**src/hdl/opdt_pkg.sv**
```systemverilog
`timescale 1ns / 1ps

package opdt_pkg;

    // Packet geometry and destuffing rules.
    localparam int IN_BITS    = 64;
    localparam int OUT_BITS   = 49;
    localparam int RUN_LIMIT  = 5;
    localparam int CHUNK_BITS = 8;
    localparam int STAGES     = IN_BITS / CHUNK_BITS;
    localparam int POS_W      = $clog2(OUT_BITS + 1);
    localparam int ONES_W     = $clog2(RUN_LIMIT);

    // Field layout of the destuffed word.
    localparam int ID_LSB    = 0;
    localparam int ID_W      = 32;
    localparam int SELL_BIT  = 32;
    localparam int QTY_LSB   = 33;
    localparam int QTY_W     = 8;
    localparam int PRICE_LSB = 41;
    localparam int PRICE_W   = 8;
    localparam int PROD_W    = QTY_W + PRICE_W;

    // Running total.
    localparam int DEF_TOTAL_BITS = 48;
    localparam int TOTAL_OUT_W    = 48;

    // Queue between the destuffing pipeline and the accumulator.
    localparam int QUEUE_DEPTH = 4;
    localparam int QPTR_W      = $clog2(QUEUE_DEPTH);
    localparam int QCNT_W      = $clog2(QUEUE_DEPTH + 1);

    typedef struct packed {
        logic [IN_BITS-1:0] packet_word;
        logic               last_of_batch;
    } t_in_item;

    typedef struct packed {
        logic [ID_W-1:0]        stock_id;
        logic                   is_sell;
        logic [QTY_W-1:0]       quantity;
        logic [PRICE_W-1:0]     price;
        logic [TOTAL_OUT_W-1:0] running_total;
        logic                   batch_end;
    } t_out_item;

    // Scan state carried from one pipeline stage to the next.
    typedef struct packed {
        logic [OUT_BITS-1:0] word;
        logic [POS_W-1:0]    pos;
        logic [ONES_W-1:0]   ones;
        logic                drop;
    } t_scan;

    // Decoded order as it waits in the queue.
    typedef struct packed {
        logic [ID_W-1:0]    stock_id;
        logic               is_sell;
        logic [QTY_W-1:0]   quantity;
        logic [PRICE_W-1:0] price;
        logic               last;
    } t_dec_item;

    typedef struct packed {
        logic      valid;
        t_dec_item item;
    } t_dec_beat;

    // Advances the destuffing scan over one chunk of input bits, lowest first.
    function automatic t_scan scan_chunk(t_scan s, logic [CHUNK_BITS-1:0] bits);
        t_scan r;
        r = s;
        for (int j = 0; j < CHUNK_BITS; j++) begin
            if (r.pos < POS_W'(OUT_BITS)) begin
                if (r.drop) begin
                    r.drop = 1'b0;
                end else if (bits[j]) begin
                    r.word[r.pos] = 1'b1;
                    r.pos = r.pos + 1'b1;
                    if (r.ones == ONES_W'(RUN_LIMIT - 1)) begin
                        r.ones = '0;
                        r.drop = 1'b1;
                    end else begin
                        r.ones = r.ones + 1'b1;
                    end
                end else begin
                    r.ones = '0;
                    r.pos  = r.pos + 1'b1;
                end
            end
        end
        return r;
    endfunction

    function automatic t_dec_item decode(logic [OUT_BITS-1:0] word, logic last);
        t_dec_item d;
        d.stock_id = word[ID_LSB +: ID_W];
        d.is_sell  = word[SELL_BIT];
        d.quantity = word[QTY_LSB +: QTY_W];
        d.price    = word[PRICE_LSB +: PRICE_W];
        d.last     = last;
        return d;
    endfunction

endpackage

```
**src/hdl/opdt_front.sv**
```systemverilog
`timescale 1ns / 1ps

module opdt_front (
    input  logic                 i_clk,
    input  logic                 i_rst_n,
    input  logic                 i_in_valid,
    output logic                 o_in_ready,
    input  opdt_pkg::t_in_item   i_in_item,
    output opdt_pkg::t_dec_beat  o_push,
    input  logic                 i_queue_full
);
    import opdt_pkg::*;

    logic [STAGES-1:0] r_v;
    logic [STAGES-1:0] r_last;
    t_scan             r_scan [STAGES];
    logic [IN_BITS-1:0] r_raw [STAGES];
    t_scan             n_scan [STAGES];
    logic              adv;

    // The whole pipeline moves together; it only holds when the last stage
    // has an item that the queue cannot take.
    assign adv        = !(r_v[STAGES-1] && i_queue_full);
    assign o_in_ready = adv;

    always_comb begin
        n_scan[0] = scan_chunk('0, i_in_item.packet_word[CHUNK_BITS-1:0]);
        for (int k = 1; k < STAGES; k++) begin
            n_scan[k] = scan_chunk(r_scan[k-1], r_raw[k-1][k*CHUNK_BITS +: CHUNK_BITS]);
        end
    end

    always_ff @(posedge i_clk) begin
        if (!i_rst_n) begin
            r_v <= '0;
        end else if (adv) begin
            r_v <= {r_v[STAGES-2:0], i_in_valid};
        end
    end

    always_ff @(posedge i_clk) begin
        if (adv) begin
            r_scan[0] <= n_scan[0];
            r_raw[0]  <= i_in_item.packet_word;
            r_last[0] <= i_in_item.last_of_batch;
            for (int k = 1; k < STAGES; k++) begin
                r_scan[k] <= n_scan[k];
                r_raw[k]  <= r_raw[k-1];
                r_last[k] <= r_last[k-1];
            end
        end
    end

    assign o_push.valid = r_v[STAGES-1] && !i_queue_full;
    assign o_push.item  = decode(r_scan[STAGES-1].word, r_last[STAGES-1]);

endmodule

```
**src/hdl/opdt_queue.sv**
```systemverilog
`timescale 1ns / 1ps

module opdt_queue (
    input  logic                 i_clk,
    input  logic                 i_rst_n,
    input  opdt_pkg::t_dec_beat  i_push,
    output logic                 o_full,
    output opdt_pkg::t_dec_beat  o_head,
    input  logic                 i_pop
);
    import opdt_pkg::*;

    t_dec_item         r_mem [QUEUE_DEPTH];
    logic [QPTR_W-1:0] r_wptr;
    logic [QPTR_W-1:0] r_rptr;
    logic [QCNT_W-1:0] r_count;
    logic              push;
    logic              pop;

    assign push = i_push.valid;
    assign pop  = i_pop;

    assign o_full      = (r_count == QCNT_W'(QUEUE_DEPTH));
    assign o_head.valid = (r_count != '0);
    assign o_head.item  = r_mem[r_rptr];

    always_ff @(posedge i_clk) begin
        if (!i_rst_n) begin
            r_wptr  <= '0;
            r_rptr  <= '0;
            r_count <= '0;
        end else begin
            if (push) begin
                r_wptr <= (r_wptr == QPTR_W'(QUEUE_DEPTH - 1)) ? '0 : r_wptr + 1'b1;
            end
            if (pop) begin
                r_rptr <= (r_rptr == QPTR_W'(QUEUE_DEPTH - 1)) ? '0 : r_rptr + 1'b1;
            end
            if (push && !pop) begin
                r_count <= r_count + 1'b1;
            end else if (pop && !push) begin
                r_count <= r_count - 1'b1;
            end
        end
    end

    always_ff @(posedge i_clk) begin
        if (push) begin
            r_mem[r_wptr] <= i_push.item;
        end
    end

`ifndef SYNTHESIS
    a_count_bound: assert property (@(posedge i_clk) disable iff (!i_rst_n)
        r_count <= QCNT_W'(QUEUE_DEPTH))
        else $error("queue count above depth");

    a_count_up: assert property (@(posedge i_clk) disable iff (!i_rst_n)
        (push && !pop) |=> r_count == $past(r_count) + 1'b1)
        else $error("queue count did not rise on push");

    a_count_down: assert property (@(posedge i_clk) disable iff (!i_rst_n)
        (pop && !push) |=> r_count == $past(r_count) - 1'b1)
        else $error("queue count did not fall on pop");
`endif

endmodule

```
**src/hdl/opdt_back.sv**
```systemverilog
`timescale 1ns / 1ps

module opdt_back #(
    parameter int TOTAL_BITS = opdt_pkg::DEF_TOTAL_BITS
) (
    input  logic                 i_clk,
    input  logic                 i_rst_n,
    input  opdt_pkg::t_dec_beat  i_head,
    output logic                 o_pop,
    output logic                 o_out_valid,
    input  logic                 i_out_ready,
    output opdt_pkg::t_out_item  o_out_item
);
    import opdt_pkg::*;

    localparam int SUM_W = TOTAL_BITS + 1;
    localparam int EXT_W = (TOTAL_BITS > TOTAL_OUT_W) ? TOTAL_BITS : TOTAL_OUT_W;

    logic                  r_b1_v;
    t_dec_item             r_b1;
    logic [PROD_W-1:0]     r_prod;
    logic [TOTAL_BITS-1:0] r_total;
    logic                  r_out_v;
    t_out_item             r_out;

    logic                  out_adv;
    logic                  b1_take;
    logic                  load_out;
    logic [SUM_W-1:0]      sum_wide;
    logic [TOTAL_BITS-1:0] n_sum;
    logic [EXT_W-1:0]      sum_ext;

    assign out_adv  = !r_out_v || i_out_ready;
    assign load_out = r_b1_v && out_adv;
    assign b1_take  = !r_b1_v || out_adv;
    assign o_pop    = i_head.valid && b1_take;

    // Saturating add: a carry out of the total's width pins it at all ones.
    assign sum_wide = {1'b0, r_total} + SUM_W'(r_prod);
    assign n_sum    = sum_wide[TOTAL_BITS] ? '1 : sum_wide[TOTAL_BITS-1:0];
    assign sum_ext  = EXT_W'(n_sum);

    always_ff @(posedge i_clk) begin
        if (!i_rst_n) begin
            r_b1_v  <= 1'b0;
            r_out_v <= 1'b0;
            r_total <= '0;
        end else begin
            if (b1_take) begin
                r_b1_v <= i_head.valid;
            end
            if (out_adv) begin
                r_out_v <= r_b1_v;
            end
            if (load_out) begin
                r_total <= r_b1.last ? '0 : n_sum;
            end
        end
    end

    always_ff @(posedge i_clk) begin
        if (b1_take) begin
            r_b1   <= i_head.item;
            r_prod <= PROD_W'(i_head.item.quantity) * PROD_W'(i_head.item.price);
        end
        if (load_out) begin
            r_out.stock_id      <= r_b1.stock_id;
            r_out.is_sell       <= r_b1.is_sell;
            r_out.quantity      <= r_b1.quantity;
            r_out.price         <= r_b1.price;
            r_out.running_total <= sum_ext[TOTAL_OUT_W-1:0];
            r_out.batch_end     <= r_b1.last;
        end
    end

    assign o_out_valid = r_out_v;
    assign o_out_item  = r_out;

`ifndef SYNTHESIS
    a_batch_clear: assert property (@(posedge i_clk) disable iff (!i_rst_n)
        (load_out && r_b1.last) |=> r_total == '0)
        else $error("total not cleared after batch end");

    a_total_monotonic: assert property (@(posedge i_clk) disable iff (!i_rst_n)
        (load_out && !r_b1.last) |=> r_total >= $past(r_total))
        else $error("running total decreased within a batch");

    a_hold_on_stall: assert property (@(posedge i_clk) disable iff (!i_rst_n)
        (r_out_v && !i_out_ready) |=> $stable(r_total))
        else $error("total moved while the output was stalled");
`endif

endmodule

```
**src/hdl/order_packet_destuff_and_total_core.sv**
```systemverilog
`timescale 1ns / 1ps

// Channel   Direction  Handshake                  Payload
// input     in         i_in_valid / o_in_ready    i_in_item   (opdt_pkg::t_in_item)
// output    out        o_out_valid / i_out_ready  o_out_item  (opdt_pkg::t_out_item)
//
// One item is accepted per cycle and one result leaves per cycle when the
// output side takes them. An accepted item passes through registers in
// order: the first of eight destuffing stages (eight input bits per stage)
// through the last, then the queue, then the register that holds the
// quantity times price product, and then the output register, which takes
// the saturating accumulate.
// Reset is synchronous and active low; it empties the pipeline and the queue
// and clears the running total.
// A stalled output holds the accumulator; the destuffing pipeline keeps
// running until the queue fills, and only then, with an item waiting in its
// last stage, does o_in_ready drop.
module order_packet_destuff_and_total_core #(
    parameter int TOTAL_BITS = opdt_pkg::DEF_TOTAL_BITS
) (
    input  logic                 i_clk,
    input  logic                 i_rst_n,
    input  logic                 i_in_valid,
    output logic                 o_in_ready,
    input  opdt_pkg::t_in_item   i_in_item,
    output logic                 o_out_valid,
    input  logic                 i_out_ready,
    output opdt_pkg::t_out_item  o_out_item
);
    import opdt_pkg::*;

    // Decoded orders handed from the destuffer to the queue, and from the
    // queue head to the accumulator.
    t_dec_beat push;
    t_dec_beat head;
    logic      queue_full;
    logic      pop;

    // The front destuffs each packet over eight stages and decodes its fields.
    opdt_front u_front (
        .i_clk        (i_clk),
        .i_rst_n      (i_rst_n),
        .i_in_valid   (i_in_valid),
        .o_in_ready   (o_in_ready),
        .i_in_item    (i_in_item),
        .o_push       (push),
        .i_queue_full (queue_full)
    );

    // The queue lets the front keep working while the output is stalled.
    opdt_queue u_queue (
        .i_clk   (i_clk),
        .i_rst_n (i_rst_n),
        .i_push  (push),
        .o_full  (queue_full),
        .o_head  (head),
        .i_pop   (pop)
    );

    // The back multiplies, accumulates the batch total and drives the output.
    opdt_back #(
        .TOTAL_BITS (TOTAL_BITS)
    ) u_back (
        .i_clk       (i_clk),
        .i_rst_n     (i_rst_n),
        .i_head      (head),
        .o_pop       (pop),
        .o_out_valid (o_out_valid),
        .i_out_ready (i_out_ready),
        .o_out_item  (o_out_item)
    );

endmodule

```
**config.mk**
```make
export PLATFORM = sky130hd
export DESIGN_NAME = order_packet_destuff_and_total_core
export DESIGN_NICKNAME = d
export VERILOG_FILES = /design/src/hdl/opdt_pkg.sv /design/src/hdl/opdt_front.sv /design/src/hdl/opdt_queue.sv /design/src/hdl/opdt_back.sv /design/src/hdl/order_packet_destuff_and_total_core.sv
export SDC_FILE = /design/constraint.sdc
export NUM_CORES = 2
export LEC_CHECK = 0
export ABC_AREA = 1
export BUFFER_PORTS_ARGS = -buffer_cell sky130_fd_sc_hd__buf_4
export CAP_MARGIN = 20
export CORE_ASPECT_RATIO = 1.5
export CORE_MARGIN = 1.5
export CORE_UTILIZATION = 39
export DETAILED_ROUTE_END_ITERATION = 8
export SLEW_MARGIN = 0
export SYNTH_ARGS = -nofsm -noshare
export SYNTH_HDL_FRONTEND = slang
export SYNTH_SLANG_ARGS = --single-unit
```
**constraint.sdc**
```tcl
create_clock -name i_clk -period 21.3 [get_ports i_clk]
set_clock_uncertainty 0.05 [all_clocks]
set_input_delay 3.195 -clock i_clk [delete_from_list [all_inputs] [get_ports i_clk]]
set_output_delay 3.195 -clock i_clk [all_outputs]
set_load 0.01 [all_outputs]
```
==> impl_results.md <==
- Most frequent cells in the layout: 2,264 x nand2_1, 1,324 x inv_1, 1,119 x nor2_1, 1,024 x edfxtp_1, 820 x a21oi_1
- Grt peak-use layer: met2
- Max Fclk: 0.104 GHz
- Initial Util: 0.393
- Avg Synthesized Cell Area: 7.66 sq um
- Io pins: around 170
- Synthesized area: 0.0825 sq mm
- # fillers: 21,400
- Final min period: roughly 9600 ps
- WL/cell: ~23 um
- Cts repair resizes: 0
- DR vias: 78,600
- Synthesis-to-finish area growth: 9.70%
- Core ar.: about 0.21 sq mm
- First-pass GRT wire length: 475,000 um
- Final setup fails: 0
- DRC: 0
- Crit path kind: flip-flop to flip-flop
- CTS tree: done
- Grt met3 use: 0.0247
- Sequential area share after synthesis: 0.389
- DRT Pass-1 Iters: 6
- Slew Limit Headroom: 0.175
- Hold Buf Count CTS: 0
- RSZ-0062 raised after global routing: no
- Max-slew violations: 0
- Max_cap viols: 0
- Slew of the pin with the lowest slew margin: 1240 ps
- Seq. cell area: 0.0321 sq mm
- Crit path launch type: flip-flop
- Die Y: about 570 um
- Total grt overflow: 0
- Hold/Removal Path Class: flip-flop to flip-flop
- Area of the die: 0.214 sq mm
- Num rows: 206
- Setup_tns: 0 ps
- Crit share post-route: 0.450
- Post-layout nets: ~11,000
- Synth warn: 0
- Async SR Flop Fraction: 0
- CP endpoint kind: flip-flop
- Met1 GRT Util: 0.296
- Clock Tree Buf Depth: 3
- GR Util met2: 0.557
- Worst-path clk slew: 60 ps
- Most common cell after layout, fill and taps aside: nand2_1
- Outcome: completed
- First DRT Iteration DRCs: 6,556
- Post-synth EDFFs: a little over 1,000
- Synth unique cells: 86
- Final hold violations: 0
- # H-tree levels: 3
- TritonCTS Sinks: 1,091
- Port Buffers: approximately 170
- Worst EP required: 21,740 ps
- WL final: ~320,000 um
- Multi-input logic area: 0.0437 sq mm
- Root Driver: clkbuf_16
- Vias per cell: 5.67
- Vias in the first global route: 76,400
- Post-DP HPWL: between 200,000 and 300,000 um
- Gr usage total: 0.292
- Initial antenna violation count: 6
- Postcts setup bufs: 0
- Pre-CTS setup slack: 11,460 ps
- CTS Buf Count: around 110
- Post-synthesis sequential element count: ~1,100
- Synth Instances: 10,800
- Layout cells sized above 1: 0.112
- Slowest Stage Delay on Critical Path: around 580 ps
- Cell repeated most along the worst path: nand2_1
- Ys flop type: edfxtp_1
- Crit path arrival time: 10,040 ps
- Placer's final routability congestion estimate: 0.998
- DIE WIDTH: around 380 um
- Largest net degree at the start of global routing: roughly 160
- ANT nets after route: 0
- Slowest CP cell: edfxtp_1
- Clk_lat worst skew: between 700 and 800 ps
- PnR worst setup slack: approximately 12,000 ps
- CP max FO: 32
[critical path: cells and delay by family (launching register included)]
family / cells / cell delay, ps
and+or+nand+nor: 29 / 5150
adders and majority gates: 7 / 1590
buffers and inverters: 5 / 770
AOI/OAI and AO/OA: 5 / 750
DFF: 1 / 580
xor gates and xnor gates: 1 / 410
[layout make-up]
| class | instances | area share |
|---|---|---|
| sequential | 1091 | 0.354 |
| clock inverter | 75 | 0.0103 |
| antenna | 5 | 0.000138 |
| timing repair buffer | 217 | 0.0182 |
| inverter | 1522 | 0.0636 |
| multi-input combinational | 8009 | 0.483 |
| tap | 2808 | 0.0388 |
| clock buffer | 128 | 0.0317 |
[routing by layer]
metal,share of wire,vias to the layer above
met5,0.00010,-
met4,0.077,4
met3,0.036,816
met2,0.54,2614
met1,0.35,37600
li1,-,37600
[cell families after synthesis]
logic type,after synthesis,share of synthesized area
other,2,0.0000910
buffers and inverters,1686,0.0828
AND/OR/NAND/NOR,5116,0.287
flip-flops,1091,0.389
XOR/XNOR,72,0.00878
AO/OA/AOI/OAI,2487,0.181
adder cells (fa/ha/maj),323,0.0524
[worst paths after layout]
kind                            end             startpoint  slack (ps)  cells after the start
max reg2reg  u_front.r_scan[1][119]  u_front.r_scan[1][63]       11710                     47
max          u_front.r_scan[1][119]  u_front.r_scan[1][63]       11710                     47
min reg2reg   u_front.r_raw[1][104]   u_front.r_raw[1][40]         350                      0
min           u_front.r_raw[1][104]   u_front.r_raw[1][40]         350                      0
[metrics by stage]
step / hold WS, ps / std cells / utilization / area (sq um)
floorplan: 350 / 10800 / - / 82600
global placement: 350 / 13600 / 0.412 / 86600
detailed placement: 355 / 13600 / 0.413 / 86700
CTS: 359 / 13800 / 0.431 / 90500
global route: 359 / 13900 / 0.431 / 90500
finish: 354 / 13900 / 0.431 / 90500
[synth_stat cells, types with 64 or more instances]
cell	n	area, sq um
a221oi_1	121	1060
o221ai_1	151	1320
nand4_1	185	1160
edfxtp_1	1024	30700
nand2_1	2264	8500
dfxtp_1	67	1340
nor2_1	1124	4220
a21oi_1	820	4100
a211oi_1	64	480
clkbuf_1	65	244
a31oi_1	133	832
nor2_2	85	532
inv_1	1325	4970
nand2_2	247	1550
ha_1	285	3570
o21ai_1	102	510
nor3_1	200	1000
o21ai_0	760	3800
nand3_1	721	3610
nand3_2	65	651
inv_2	169	634
[sequential cells by signal, summed over array words and instances, names as in the netlist, named ones only]
register            cells
u_back.o_out_item      98
u_back.o_out_valid      1
u_back.r_b1            50
u_back.r_b1_v           1
u_back.r_prod          16
u_back.r_total         48
u_front.r_last          8
u_front.r_raw         224
u_front.r_scan        428
u_front.r_v             8
u_queue.r_count         3
u_queue.r_mem         200
u_queue.r_rptr          2
u_queue.r_wptr          2
Power is left out: the tool's default activity adds up to more than one toggle a clock period on the data nets, which glitch-free logic cannot reach.
